`config.mk`:
```
export PLATFORM = sky130hd
export DESIGN_NAME = cdma_despread_decoder_flat
export DESIGN_NICKNAME = d
export VERILOG_FILES = /design/src/sv/cdd_pkg.sv /design/src/sv/cdd_if.sv /design/src/sv/cdd_lane.sv /design/src/sv/cdd_merge.sv /design/src/sv/cdd_regs.sv /design/src/sv/cdma_despread_decoder.sv /design/src/flat_wrapper.sv
export SDC_FILE = /design/constraint.sdc
export NUM_CORES = 1
export LEC_CHECK = 0
export ABC_AREA = 1
export BUFFER_PORTS_ARGS = -buffer_cell sky130_fd_sc_hd__buf_2
export CORE_ASPECT_RATIO = 1.1
export CORE_MARGIN = 4
export CORE_UTILIZATION = 40
export CTS_CLUSTER_SIZE = 16
export DETAILED_ROUTE_END_ITERATION = 12
export PLACE_DENSITY = 0.64
export SYNTH_ARGS = -nofsm -noshare
export SYNTH_HDL_FRONTEND = slang
export SYNTH_HIERARCHICAL = 1
export SYNTH_SLANG_ARGS = --single-unit
```
`constraint.sdc`:
```
create_clock -name clk -period 5.8 [get_ports clk]
set_input_delay 1.16 -clock clk [delete_from_list [all_inputs] [get_ports clk]]
set_output_delay 1.16 -clock clk [all_outputs]
set_load 0.01 [all_outputs]
```
`src/sv/cdd_pkg.sv`:
```
`timescale 1ns / 1ps
// ----------------------------------------------------------------------------
// cdd_pkg
// Shared types and constants of the CDMA despreading decoder.
// ----------------------------------------------------------------------------
package cdd_pkg;

  localparam int NUM_USERS = 4;
  localparam int CHIPS     = 8;
  localparam int SAMPLE_W  = 3;
  localparam int WORD_W    = CHIPS * SAMPLE_W;
  localparam int BYTE_W    = 8;
  localparam int PART_W    = BYTE_W - 1;
  localparam int CNT_W     = 3;
  localparam int GRP_OUT_W = 3;
  localparam int SUM_W     = 8;
  localparam int LVL_W     = 5;
  localparam int ADDR_W    = 4;
  localparam int DATA_W    = 32;

  typedef logic [BYTE_W-1:0]    byte_t;
  typedef logic [CHIPS-1:0]     code_t;
  typedef logic [WORD_W-1:0]    word_t;
  typedef logic [NUM_USERS-1:0] user_bits_t;

  typedef enum logic [1:0] {
    REG_CODE_A = 2'd0,
    REG_CODE_B = 2'd1,
    REG_CODE_C = 2'd2,
    REG_CODE_D = 2'd3
  } reg_idx_t;

  localparam code_t CODE_A_RESET = 8'd27;
  localparam code_t CODE_B_RESET = 8'd46;
  localparam code_t CODE_C_RESET = 8'd92;
  localparam code_t CODE_D_RESET = 8'd66;

  localparam logic signed [SUM_W-1:0] DEC_LO = -8'sd15;
  localparam logic signed [SUM_W-1:0] DEC_HI = -8'sd8;

endpackage

```
`src/sv/cdd_if.sv`:
```
`timescale 1ns / 1ps
// ----------------------------------------------------------------------------
// cdd_in_if / cdd_out_if
// Valid/ready channels carrying chip words in and decoded byte groups out.
// ----------------------------------------------------------------------------
interface cdd_in_if;
  logic          valid;
  logic          ready;
  cdd_pkg::word_t chip_word;

  modport source (output valid, output chip_word, input ready);
  modport sink   (input valid, input chip_word, output ready);
endinterface

interface cdd_out_if;
  logic           valid;
  logic           ready;
  cdd_pkg::byte_t byte_user_a;
  cdd_pkg::byte_t byte_user_b;
  cdd_pkg::byte_t byte_user_c;
  cdd_pkg::byte_t byte_user_d;
  logic [cdd_pkg::GRP_OUT_W-1:0] group_index;

  modport source (output valid, output byte_user_a, output byte_user_b,
                  output byte_user_c, output byte_user_d, output group_index,
                  input ready);
  modport sink   (input valid, input byte_user_a, input byte_user_b,
                  input byte_user_c, input byte_user_d, input group_index,
                  output ready);
endinterface

```
`src/sv/cdd_lane.sv`:
```
`timescale 1ns / 1ps
// ----------------------------------------------------------------------------
// cdd_lane
// One user's correlator: signed sum of eight chip levels against the code,
// then the hard decision on the sum.
// ----------------------------------------------------------------------------
module cdd_lane (
  input  cdd_pkg::word_t chip_word,
  input  cdd_pkg::code_t code,
  output logic           dec_bit
);

  logic signed [cdd_pkg::LVL_W-1:0] lvl  [cdd_pkg::CHIPS];
  logic signed [cdd_pkg::LVL_W-1:0] term [cdd_pkg::CHIPS];
  logic signed [cdd_pkg::SUM_W-1:0] sum;

  always_comb begin
    sum = '0;
    for (int k = 0; k < cdd_pkg::CHIPS; k++) begin
      lvl[k]  = $signed({1'b0, chip_word[cdd_pkg::WORD_W-cdd_pkg::SAMPLE_W*(k+1) +:
                                         cdd_pkg::SAMPLE_W], 1'b0}) - 5'sd4;
      term[k] = code[cdd_pkg::CHIPS-1-k] ? lvl[k] : -lvl[k];
      sum     = sum + {{(cdd_pkg::SUM_W-cdd_pkg::LVL_W){term[k][cdd_pkg::LVL_W-1]}},
                       term[k]};
    end
  end

  assign dec_bit = !((sum >= cdd_pkg::DEC_LO) && (sum <= cdd_pkg::DEC_HI));

endmodule

```
`src/sv/cdd_merge.sv`:
```
`timescale 1ns / 1ps
// ----------------------------------------------------------------------------
// cdd_merge
// Gather the lane decisions into per-user bytes and register each finished
// group of four bytes with its group index.
// ----------------------------------------------------------------------------
module cdd_merge #(
  parameter int BYTES_PER_USER = 8
) (
  input  logic                clk,
  input  logic                rst_n,
  input  logic                in_valid,
  output logic                in_ready,
  input  cdd_pkg::user_bits_t lane_bits,
  cdd_out_if.source           out_chan
);

  localparam int GROUP_W = (BYTES_PER_USER > 1) ? $clog2(BYTES_PER_USER) : 1;
  localparam logic [GROUP_W-1:0] GROUP_LAST = GROUP_W'(BYTES_PER_USER - 1);
  localparam logic [cdd_pkg::CNT_W-1:0] CNT_LAST = 3'd7;

  logic [cdd_pkg::CNT_W-1:0]  count_r, count_nxt;
  logic [cdd_pkg::PART_W-1:0] part_r   [cdd_pkg::NUM_USERS];
  logic [cdd_pkg::PART_W-1:0] part_nxt [cdd_pkg::NUM_USERS];
  logic [GROUP_W-1:0]         group_r, group_nxt;
  logic                       out_valid_r, out_valid_nxt;
  cdd_pkg::byte_t             byte_r   [cdd_pkg::NUM_USERS];
  cdd_pkg::byte_t             byte_nxt [cdd_pkg::NUM_USERS];
  logic [GROUP_W-1:0]         gidx_r, gidx_nxt;
  logic [GROUP_W+cdd_pkg::GRP_OUT_W-1:0] gidx_ext;
  logic                       in_fire, emit;

  assign in_ready = !out_valid_r || out_chan.ready;
  assign in_fire  = in_valid && in_ready;
  assign emit     = in_fire && (count_r == CNT_LAST);

  always_comb begin
    count_nxt     = count_r;
    group_nxt     = group_r;
    gidx_nxt      = gidx_r;
    out_valid_nxt = out_valid_r && !out_chan.ready;
    for (int u = 0; u < cdd_pkg::NUM_USERS; u++) begin
      part_nxt[u] = part_r[u];
      byte_nxt[u] = byte_r[u];
    end
    if (in_fire) begin
      if (emit) begin
        count_nxt     = '0;
        gidx_nxt      = group_r;
        group_nxt     = (group_r == GROUP_LAST) ? '0 : group_r + 1'b1;
        out_valid_nxt = 1'b1;
        for (int u = 0; u < cdd_pkg::NUM_USERS; u++) begin
          byte_nxt[u] = {part_r[u], lane_bits[u]};
          part_nxt[u] = '0;
        end
      end else begin
        count_nxt = count_r + 1'b1;
        for (int u = 0; u < cdd_pkg::NUM_USERS; u++) begin
          part_nxt[u] = {part_r[u][cdd_pkg::PART_W-2:0], lane_bits[u]};
        end
      end
    end
  end

  always_ff @(posedge clk) begin
    if (!rst_n) begin
      count_r     <= '0;
      group_r     <= '0;
      out_valid_r <= 1'b0;
      for (int u = 0; u < cdd_pkg::NUM_USERS; u++) begin
        part_r[u] <= '0;
      end
    end else begin
      count_r     <= count_nxt;
      group_r     <= group_nxt;
      out_valid_r <= out_valid_nxt;
      for (int u = 0; u < cdd_pkg::NUM_USERS; u++) begin
        part_r[u] <= part_nxt[u];
      end
    end
  end

  always_ff @(posedge clk) begin
    gidx_r <= gidx_nxt;
    for (int u = 0; u < cdd_pkg::NUM_USERS; u++) begin
      byte_r[u] <= byte_nxt[u];
    end
  end

  assign gidx_ext             = {{cdd_pkg::GRP_OUT_W{1'b0}}, gidx_r};
  assign out_chan.valid       = out_valid_r;
  assign out_chan.byte_user_a = byte_r[0];
  assign out_chan.byte_user_b = byte_r[1];
  assign out_chan.byte_user_c = byte_r[2];
  assign out_chan.byte_user_d = byte_r[3];
  assign out_chan.group_index = gidx_ext[cdd_pkg::GRP_OUT_W-1:0];

  a_emit_valid: assert property (@(posedge clk) disable iff (!rst_n)
    emit |=> out_valid_r)
    else $error("finished group not presented");

  a_emit_clear: assert property (@(posedge clk) disable iff (!rst_n)
    emit |=> (count_r == '0) && (part_r[0] == '0) && (part_r[3] == '0))
    else $error("byte state not cleared after group");

  a_count_step: assert property (@(posedge clk) disable iff (!rst_n)
    (in_fire && !emit) |=> count_r == $past(count_r) + 1'b1)
    else $error("word count did not advance");

  a_stall_block: assert property (@(posedge clk) disable iff (!rst_n)
    (out_valid_r && !out_chan.ready) |-> !in_ready)
    else $error("item taken while result stalled");

  a_group_hold: assert property (@(posedge clk) disable iff (!rst_n)
    !emit |=> group_r == $past(group_r))
    else $error("group counter moved without a group");

endmodule

```
`src/sv/cdd_regs.sv`:
```
`timescale 1ns / 1ps
// ----------------------------------------------------------------------------
// cdd_regs
// APB-style register file holding the four spreading codes.
// ----------------------------------------------------------------------------
module cdd_regs (
  input  logic                        clk,
  input  logic                        rst_n,
  input  logic                        psel,
  input  logic                        penable,
  input  logic                        pwrite,
  input  logic [cdd_pkg::ADDR_W-1:0]  paddr,
  input  logic [cdd_pkg::DATA_W-1:0]  pwdata,
  output logic [cdd_pkg::DATA_W-1:0]  prdata,
  output logic                        pready,
  output cdd_pkg::code_t              codes [cdd_pkg::NUM_USERS]
);

  cdd_pkg::code_t    code_r [cdd_pkg::NUM_USERS];
  cdd_pkg::reg_idx_t idx;
  cdd_pkg::code_t    rd_code;
  logic              wr_en;

  assign idx    = cdd_pkg::reg_idx_t'(paddr[cdd_pkg::ADDR_W-1:2]);
  assign wr_en  = psel && penable && pwrite;
  assign pready = 1'b1;

  always_ff @(posedge clk) begin
    if (!rst_n) begin
      code_r[0] <= cdd_pkg::CODE_A_RESET;
      code_r[1] <= cdd_pkg::CODE_B_RESET;
      code_r[2] <= cdd_pkg::CODE_C_RESET;
      code_r[3] <= cdd_pkg::CODE_D_RESET;
    end else if (wr_en) begin
      case (idx)
        cdd_pkg::REG_CODE_A: code_r[0] <= pwdata[cdd_pkg::CHIPS-1:0];
        cdd_pkg::REG_CODE_B: code_r[1] <= pwdata[cdd_pkg::CHIPS-1:0];
        cdd_pkg::REG_CODE_C: code_r[2] <= pwdata[cdd_pkg::CHIPS-1:0];
        cdd_pkg::REG_CODE_D: code_r[3] <= pwdata[cdd_pkg::CHIPS-1:0];
        default: ;
      endcase
    end
  end

  always_comb begin
    case (idx)
      cdd_pkg::REG_CODE_A: rd_code = code_r[0];
      cdd_pkg::REG_CODE_B: rd_code = code_r[1];
      cdd_pkg::REG_CODE_C: rd_code = code_r[2];
      cdd_pkg::REG_CODE_D: rd_code = code_r[3];
      default:             rd_code = '0;
    endcase
  end

  assign prdata = {{(cdd_pkg::DATA_W-cdd_pkg::CHIPS){1'b0}}, rd_code};

  always_comb begin
    for (int u = 0; u < cdd_pkg::NUM_USERS; u++) begin
      codes[u] = code_r[u];
    end
  end

endmodule

```
`src/sv/cdma_despread_decoder.sv`:
```
`timescale 1ns / 1ps
// Latency: a group is output in the cycle after its eighth chip word is taken.
// Throughput: one chip word per cycle when not stalled; the four lanes decide
//   in the accepting cycle; the single output register holds a finished group.
// Reset (rst_n low, synchronous): codes return to 27, 46, 92, 66; word count,
//   partial bytes and group index clear; no result is pending.
// ----------------------------------------------------------------------------
// cdma_despread_decoder
// Four-user, eight-chip CDMA despreader: parallel correlator lanes feed a
// merge stage that packs decisions into bytes.
// ----------------------------------------------------------------------------
module cdma_despread_decoder #(
  parameter int BYTES_PER_USER = 8
) (
  input  logic                        clk,
  input  logic                        rst_n,
  cdd_in_if.sink                      in_chan,
  cdd_out_if.source                   out_chan,
  input  logic                        cfg_psel,
  input  logic                        cfg_penable,
  input  logic                        cfg_pwrite,
  input  logic [cdd_pkg::ADDR_W-1:0]  cfg_paddr,
  input  logic [cdd_pkg::DATA_W-1:0]  cfg_pwdata,
  output logic [cdd_pkg::DATA_W-1:0]  cfg_prdata,
  output logic                        cfg_pready
);

  cdd_pkg::code_t      codes [cdd_pkg::NUM_USERS];
  cdd_pkg::user_bits_t lane_bits;

  cdd_regs u_regs (
    .clk     (clk),
    .rst_n   (rst_n),
    .psel    (cfg_psel),
    .penable (cfg_penable),
    .pwrite  (cfg_pwrite),
    .paddr   (cfg_paddr),
    .pwdata  (cfg_pwdata),
    .prdata  (cfg_prdata),
    .pready  (cfg_pready),
    .codes   (codes)
  );

  for (genvar u = 0; u < cdd_pkg::NUM_USERS; u++) begin : g_lane
    cdd_lane u_lane (
      .chip_word (in_chan.chip_word),
      .code      (codes[u]),
      .dec_bit   (lane_bits[u])
    );
  end

  cdd_merge #(
    .BYTES_PER_USER (BYTES_PER_USER)
  ) u_merge (
    .clk       (clk),
    .rst_n     (rst_n),
    .in_valid  (in_chan.valid),
    .in_ready  (in_chan.ready),
    .lane_bits (lane_bits),
    .out_chan  (out_chan)
  );

endmodule
```
`src/flat_wrapper.sv`:
```
// flat-port wrapper written by rule: the top's interface ports become plain ports
module cdma_despread_decoder_flat 
#(
  parameter int BYTES_PER_USER = 8
)
  (clk, rst_n, cfg_psel, cfg_penable, cfg_pwrite, cfg_paddr, cfg_pwdata, cfg_prdata, cfg_pready, in_chan_valid, in_chan_chip_word, in_chan_ready, out_chan_valid, out_chan_byte_user_a, out_chan_byte_user_b, out_chan_byte_user_c, out_chan_byte_user_d, out_chan_group_index, out_chan_ready);
  cdd_in_if in_chan_i ();
  cdd_out_if out_chan_i ();
  input  logic clk;
  input  logic rst_n;
  input  logic cfg_psel;
  input  logic cfg_penable;
  input  logic cfg_pwrite;
  input  logic [cdd_pkg::ADDR_W-1:0] cfg_paddr;
  input  logic [cdd_pkg::DATA_W-1:0] cfg_pwdata;
  output logic [cdd_pkg::DATA_W-1:0] cfg_prdata;
  output logic cfg_pready;
  input wire logic [$bits(in_chan_i.valid)-1:0] in_chan_valid;
  input wire logic [$bits(in_chan_i.chip_word)-1:0] in_chan_chip_word;
  output wire logic [$bits(in_chan_i.ready)-1:0] in_chan_ready;
  output wire logic [$bits(out_chan_i.valid)-1:0] out_chan_valid;
  output wire logic [$bits(out_chan_i.byte_user_a)-1:0] out_chan_byte_user_a;
  output wire logic [$bits(out_chan_i.byte_user_b)-1:0] out_chan_byte_user_b;
  output wire logic [$bits(out_chan_i.byte_user_c)-1:0] out_chan_byte_user_c;
  output wire logic [$bits(out_chan_i.byte_user_d)-1:0] out_chan_byte_user_d;
  output wire logic [$bits(out_chan_i.group_index)-1:0] out_chan_group_index;
  input wire logic [$bits(out_chan_i.ready)-1:0] out_chan_ready;
  assign in_chan_i.valid = in_chan_valid;
  assign in_chan_i.chip_word = in_chan_chip_word;
  assign in_chan_ready = in_chan_i.ready;
  assign out_chan_valid = out_chan_i.valid;
  assign out_chan_byte_user_a = out_chan_i.byte_user_a;
  assign out_chan_byte_user_b = out_chan_i.byte_user_b;
  assign out_chan_byte_user_c = out_chan_i.byte_user_c;
  assign out_chan_byte_user_d = out_chan_i.byte_user_d;
  assign out_chan_group_index = out_chan_i.group_index;
  assign out_chan_i.ready = out_chan_ready;
  cdma_despread_decoder #(.BYTES_PER_USER(BYTES_PER_USER)) u_core (.clk(clk), .rst_n(rst_n), .in_chan(in_chan_i), .out_chan(out_chan_i), .cfg_psel(cfg_psel), .cfg_penable(cfg_penable), .cfg_pwrite(cfg_pwrite), .cfg_paddr(cfg_paddr), .cfg_pwdata(cfg_pwdata), .cfg_prdata(cfg_prdata), .cfg_pready(cfg_pready));
endmodule
```
==> results of run 1 <==
[logic make-up after synthesis]
family          synth area share (%)
other cells                  0.06721
fa+ha+maj                      33.06
flops                          24.28
xor+xnor                       5.644
simple gates                   18.06
buf+inv                        14.01
compound gates                 4.882
[routing by layer]
layer / wire length [µm] / vias to the layer above / part of all wire, % / GRT usage (%)
li1: - / 4286 / - / -
met1: 11210 / 4021 / 45 / 21.77
met2: 12040 / 181 / 48 / 28.46
met3: 980 / 35 / 3.9 / 1.401
met4: 633 / 0 / 2.5 / 4.675
met5: 0 / - / 0 / 0
[power groups by stage]
stage / registers (W) / logic, W / clock network [W]
after floorplan: 0.000885 / 0.00425 / 0
after global placement: 0.000901 / 0.00512 / 0
after detailed placement: 0.000903 / 0.00525 / 0
after CTS: 0.000887 / 0.00529 / 0.000607
after global routing: 0.000893 / 0.00624 / 0.000639
final: 0.000888 / 0.00520 / 0.000592
[cell type report]
type | count | area share, %
clock buffers | 11 | 2.068
clock inverters | 5 | 0.4074
multi-input cells | 896 | 56.83
flip-flops and latches | 102 | 22.08
inverters | 321 | 9.819
well taps | 357 | 3.636
repair buffers | 111 | 5.154
[path summary, 6_finish.rpt]
path                                                   from                           to  slack [ns]  depth (start not counted)
worst max-delay path                  in_chan_chip_word[10]  u_core/u_merge/part_r[0][0]        0.35                         24
worst min-delay path            u_core/u_merge/part_r[1][2]  u_core/u_merge/byte_r[1][3]        0.43                          0
worst max register to register   u_core/u_regs/code_r[3][0]  u_core/u_merge/part_r[3][0]        1.13                         21
worst min register to register  u_core/u_merge/part_r[1][2]  u_core/u_merge/byte_r[1][3]        0.43                          0
[cells in the mapped netlist (4+ instances only)]
library cell / count / area [µm²]
nand2_1: 158 / 593.1
fa_1: 92 / 1842
nor2_1: 164 / 615.6
o21bai_1: 4 / 30.03
nand3b_1: 8 / 60.06
edfxtp_1: 67 / 2012
dfxtp_1: 35 / 700.7
nand4_1: 26 / 162.7
xnor2_1: 40 / 350.3
nand3_1: 73 / 365.4
ha_1: 148 / 1852
buf_4: 30 / 225.2
inv_1: 316 / 1186
nor2_2: 11 / 68.82
o21ai_0: 11 / 55.05
inv_2: 4 / 15.01
buf_6: 7 / 78.83
xor2_1: 32 / 280.3
a21oi_1: 91 / 455.4
buf_2: 8 / 40.04
[sequential cells by signal, summed over array words and instances (netlist names)]
signal and count:
u_core/u_merge/byte_r 32, u_core/u_merge/count_r 3, u_core/u_merge/group_r 3, u_core/u_merge/out_chan.group_index 3, u_core/u_merge/out_chan.valid 1, u_core/u_merge/part_r 28, u_core/u_regs/code_r 32
[stage by stage]
step | hold slack (ns) | util [%] | area [µm²] | worst slack, ns
after floorplan | 0.4082 | - | 11260 | 0.6725
after global placement | 0.4133 | 43.93 | 11980 | 0.02199
after detailed placement | 0.4179 | 43.93 | 11980 | -0.01440
after CTS | 0.4364 | 45.04 | 12280 | 0.3334
after global routing | 0.4547 | 45.04 | 12280 | 0.01915
final | 0.4329 | 45.04 | 12280 | 0.3461
==> impl_results.md, run 1 <==
- Status: finished, final reports clean
- Synth Cell Area: 0.01117 mm²
- Worst Path Required: ~6 ns
- FP Rows: 63
- Drt drc: 0
- Sw frac: approximately 50%
- Maximum root-to-sink buffer count: 2
- Commonest register cell after synthesis: edfxtp_1
- Max_cap viols: 0
- Largest net degree at the start of global routing: 52
- Critical Path AT: roughly 5.7 ns
- Post-DP HPWL: ~20000 µm
- Cell mode on critical path: inv_1
- Fin. max-slew vios: 0
- Number of synthesized flops with an enable pin: 67
- Period utilization: a little over nine tenths
- First-pass GRT wire length: around 41000 µm
- Post-route ant nets: 0
- Total CTS buffers: 9
- CTS tree: done
- Worst path cell trace: buf_2, buf_4, ha_1, a21oi_1, xor2_1, inv_1, fa_1, inv_1, fa_1, fa_1, inv_1, fa_1, inv_1, ha_1, nand2_1, nand2_1, inv_1, nand2_1, nand2_1, nand3_1, nor2_1, nand3_1, a21oi_1, nor2_1
- Dpl cells: between 1500 and 2000
- Die ar.: 0.03067 mm²
- Clock Skews: 0.009205 ns
- Share of power burned in combinational logic: between 70 and 80%
- Endpoints failing setup: 0
- Core box area: 0.02727 mm²
- Worst vdd ir: roughly 0.35 mV
- Clock power frac: roughly 8.9%
- Fin. Hold Viols: 0
- TritonCTS sink count: 102
- DR iter-0 viols: between 400 and 500
- Layout net count: around 1700
- Crit end category: register
- Cts repair resizes: 0
- Crit path kind: input port to register
- Hold buffers post-CTS: 0
- Multi-input logic area: approximately 0.0070 mm²
- Grt total ovfl: 0
- Ys async rst share: 0%
- Share of cells above drive strength 1: roughly a tenth
- Die width: ~170 µm
- Gp weighted congestion: 0.8714
- Mean Syn Cell Area: ~8.3 µm²
- Measured slew at the worst slew-check pin: between 0.7 and 0.8 ns
- WL final: 24870 µm
- Initial antenna violation count: 0
- Commonest cells after routing, fill and taps aside: inv_1 (316), nor2_1 (164), nand2_1 (158)
- Worst-Skew Late Latency: approximately 0.34 ns
- Root Buffer: clkbuf_16
- Vias in the first global route: ~8400
- #FFs+latches synth: approximately 100
- Gr usage total: between 10% and 20%
- Synth warn: 6
- Unrepaired setup endpoints after global routing: false
- Drt via density: ~4.7
- Setup_tns: 0 ns
- Psw: ~0.0034 W
- First-pass iteration count of the detailed router: 5
- Synth Instances: approximately 1300
- Total Power: 0.006676 W
- Via count: ~8500
- Pwr/cell area: about 540 mW/mm²
- Worst min-delay path class: register to register
- Tmin final: approximately 5.5 ns
- Most common cell after layout, fill and taps aside: inv_1
- Die height: around 180 µm
- Initial core utilization: between 40% and 50%
- Area growth syn-to-layout: 9.944%
- # IOs: approximately 140
- N_diodes: 0
- Critical path's top delay family: adder cells
- Buf/Inv on CP: 7
- Routed WL per cell: 13.79 µm
- Number of H-tree levels: 3
- Post-CTS setup buffer count: 0
- PortBufs: 85
- Clock Pin Slew Worst Setup and Hold Paths: around 0.07 ns
- Yosys cell types: 30
- Critical Path Source Type: input port
- Seq pwr share: between 10% and 20%
- Crit path largest cell delay: slightly below 0.6 ns
- Total internal power: 0.003288 W
- Leakage: ~6.5 nW
- Sequential area share after synthesis: 24.28%
- Worst-path fanout max: 11
- Reg area: 0.002713 mm²
- Fillers: about 2800
- Max stage delay cell, worst path: fa_1
- FMAX: approximately 180 MHz
- Fin cells: ~1800
- Slew margin rel.: between 50 and 60%
Note: power is estimated with default switching activity, not from simulation.
==> run 2, diff against run 1 <==
Settings changed: SETUP_SLACK_MARGIN set to 0.4.
==> run 2 against run 1 <==
Compared with the run above: routed wire length grew 2.2%; critical path depth did not move; total power increased by 16%; via count increased by 0.67%; cell area is 4.0% higher; combinational power increased by 20%; core utilization up 1.8 points; flip-flop and latch count stayed put; non-clock buffer count increased by 2; clock-buffer cell count unchanged; cell count grew 0.11%; clock skew barely moved.
==> impl_results.md, run 2 (same netlist as run 1, synthesis figures left out) <==
- Status: finished, final reports clean (unchanged)
- Largest net degree at the start of global routing: 52 (unchanged)
- Worst vdd ir: 0.4958 mV (was 0.3544 mV)
- Drt drc: 0 (unchanged)
- Worst-path fanout max: 6 (was 11)
- Die height: 183.3 µm (unchanged)
- Worst Path Required: 6.03 ns (was 6.02 ns)
- Maximum root-to-sink buffer count: 2 (unchanged)
- Total CTS buffers: 9 (unchanged)
- Fillers: 2695 (was 2761)
- Crit path largest cell delay: 0.59 ns (was 0.58 ns)
- Fin. max-slew vios: 0 (unchanged)
- Largest registers: u_core/u_merge/byte_r: 32 flops, u_core/u_regs/code_r: 32 flops, u_core/u_merge/part_r: 28 flops (unchanged)
- Pre-CTS WS: -0.01440 ns (unchanged)
- Pwr/cell area: 604.0 mW/mm² (was 543.4 mW/mm²)
- Root Buffer: clkbuf_16 (unchanged)
- Setup_tns: 0 ns (unchanged)
- Cell mode on critical path: inv_1 (unchanged)
- # IOs: 137 (unchanged)
- TritonCTS sink count: 102 (unchanged)
- Critical Path Source Type: input port (unchanged)
- Worst min-delay path class: register to register (unchanged)
- Initial core utilization: 40.97% (unchanged)
- Max_cap viols: 0 (unchanged)
- Period utilization: 89.88% (was 94.03%)
- Number of H-tree levels: 3 (unchanged)
- DR iter-0 viols: 447 (was 416)
- Via count: 8580 (was 8523)
- Crit path kind: input port to register (unchanged)
- N_diodes: 0 (unchanged)
- Clock Pin Slew Worst Setup and Hold Paths: 0.07 ns (about the same)
- Layout net count: 1750 (was 1748)
- Endpoints failing setup: 0 (unchanged)
- Multi-input logic area: 0.007387 mm² (was 0.006982 mm²)
- Measured slew at the worst slew-check pin: 0.7033 ns (was 0.7038 ns)
- Crit end category: register (unchanged)
- Gp weighted congestion: 0.8714 (unchanged)
- Slew margin rel.: 53.06% (was 53.03%)
- Fin. Hold Viols: 0 (unchanged)
- Routed WL per cell: 14.08 µm (was 13.79 µm)
- CTS tree: done (unchanged)
- Vias in the first global route: 8351 (was 8350)
- Reg area: 0.002713 mm² (unchanged)
- Most common cell after layout, fill and taps aside: inv_1 (unchanged)
- FMAX: 191.8 MHz (was 183.4 MHz)
- Leakage: 6.610 nW (was 6.519 nW)
- Gr usage total: 16.32% (was 16.30%)
- Initial antenna violation count: 0 (unchanged)
- Post-DP HPWL: 20450 µm (unchanged)
- Tmin final: 5.213 ns (was 5.454 ns)
- FP Rows: 63 (unchanged)
- WHS: 0.4324 ns (was 0.4329 ns)
- Area growth syn-to-layout: 14.33% (was 9.944%)
- Commonest cells after routing, fill and taps aside: inv_1 (311), nand2_1 (156), nor2_1 (154) (was inv_1 (316), nor2_1 (164), nand2_1 (158))
- Unrepaired setup endpoints after global routing: false (unchanged)
- Hold buffers post-CTS: 0 (unchanged)
- Drt via density: 4.753 (was 4.727)
- WL final: 25420 µm (was 24870 µm)
- Share of cells above drive strength 1: 16.02% (was 10.65%)
- Final setup margin: 0.5872 ns (was 0.3461 ns)
- Core box area: 0.02727 mm² (unchanged)
- Clock Skews: 0.009235 ns (was 0.009205 ns)
- Worst path cell trace: buf_4, buf_4, inv_1, ha_1, a21oi_2, xor2_1, inv_1, fa_1, inv_2, fa_1, fa_1, inv_1, fa_1, inv_1, ha_4, inv_1, nand2_1, nand2_1, nor2_1, nand3_1, nor2_2, nand3_2, a21oi_2, nor2_1 (was buf_2, buf_4, ha_1, a21oi_1, xor2_1, inv_1, fa_1, inv_1, fa_1, fa_1, inv_1, fa_1, inv_1, ha_1, nand2_1, nand2_1, inv_1, nand2_1, nand2_1, nand3_1, nor2_1, nand3_1, a21oi_1, nor2_1)
- Critical Path AT: 5.44 ns (was 5.68 ns)
- Die width: 167.4 µm (unchanged)
- PortBufs: 85 (unchanged)
- First-pass GRT wire length: 40940 µm (was 40900 µm)
- Die ar.: 0.03067 mm² (unchanged)
- Max stage delay cell, worst path: fa_1 (unchanged)
- First-pass iteration count of the detailed router: 5 (unchanged)
- Worst-Skew Late Latency: 0.33 ns (was 0.34 ns)
- Post-route ant nets: 0 (unchanged)
- Grt total ovfl: 0 (unchanged)
-- run 2: area by class of cell --
type / count / area share, %
multi-input cells: 896 / 57.83
repair buffers: 113 / 5.622
well taps: 357 / 3.497
inverters: 321 / 9.442
clock inverters: 5 / 0.3918
clock buffers: 11 / 1.988
flip-flops and latches: 102 / 21.23
-- run 2: final timing paths --
kind	start	endpoint	slack, ns	cells after the start
max reg2reg	u_core/u_regs/code_r[1][2]	u_core/u_merge/part_r[1][0]	1.27	21
min reg2reg	u_core/u_merge/part_r[1][2]	u_core/u_merge/byte_r[1][3]	0.43	0
min	u_core/u_merge/part_r[1][2]	u_core/u_merge/byte_r[1][3]	0.43	0
max	in_chan_chip_word[11]	u_core/u_merge/part_r[0][0]	0.59	24
-- run 2: per-stage QoR --
step / util, % / instance area (µm²) / total power, W / instances
after CTS: 45.23 / 12340 / 0.006938 / 1803
final: 46.84 / 12770 / 0.007716 / 1805
after global routing: 46.84 / 12770 / 0.008805 / 1805
after floorplan: - / 11260 / 0.005137 / 1365
after detailed placement: 43.93 / 11980 / 0.006151 / 1787
after global placement: 43.93 / 11980 / 0.006025 / 1787
-- run 2: timing repair --
item                       CTS  global route
buffers inserted             0             2
setup endpoints to repair    6             8
gates resized for setup      9           101
pin swaps                    0            64
-- run 2: worst max-delay path: cells and delay by family --
| family | cells | cell delay, ns |
|---|---|---|
| and+or+nand+nor | 7 | 0.58 |
| adders and majority gates | 6 | 2.61 |
| AOI/OAI and AO/OA | 2 | 0.30 |
| buffers and inverters | 8 | 0.59 |
| xor gates and xnor gates | 1 | 0.18 |
-- run 2: per-layer routing --
metal  part of all wire, %  up-vias  track usage [%]  wire length, µm
met4                   2.2        0            4.448              548
met1                    44     4088            21.81            11310
met3                   3.7       34            1.401              941
met2                    50      172            28.57            12630
li1                      -     4286                -                -
met5                     0        -                0                0
-- run 2: power breakdown --
group,internal [W],total [W],switching (W)
logic,0.00272,0.00623,0.00352
clock network,0.000325,0.000592,0.000267
registers,0.000843,0.000890,0.0000477
total,0.00388,0.00772,0.00383
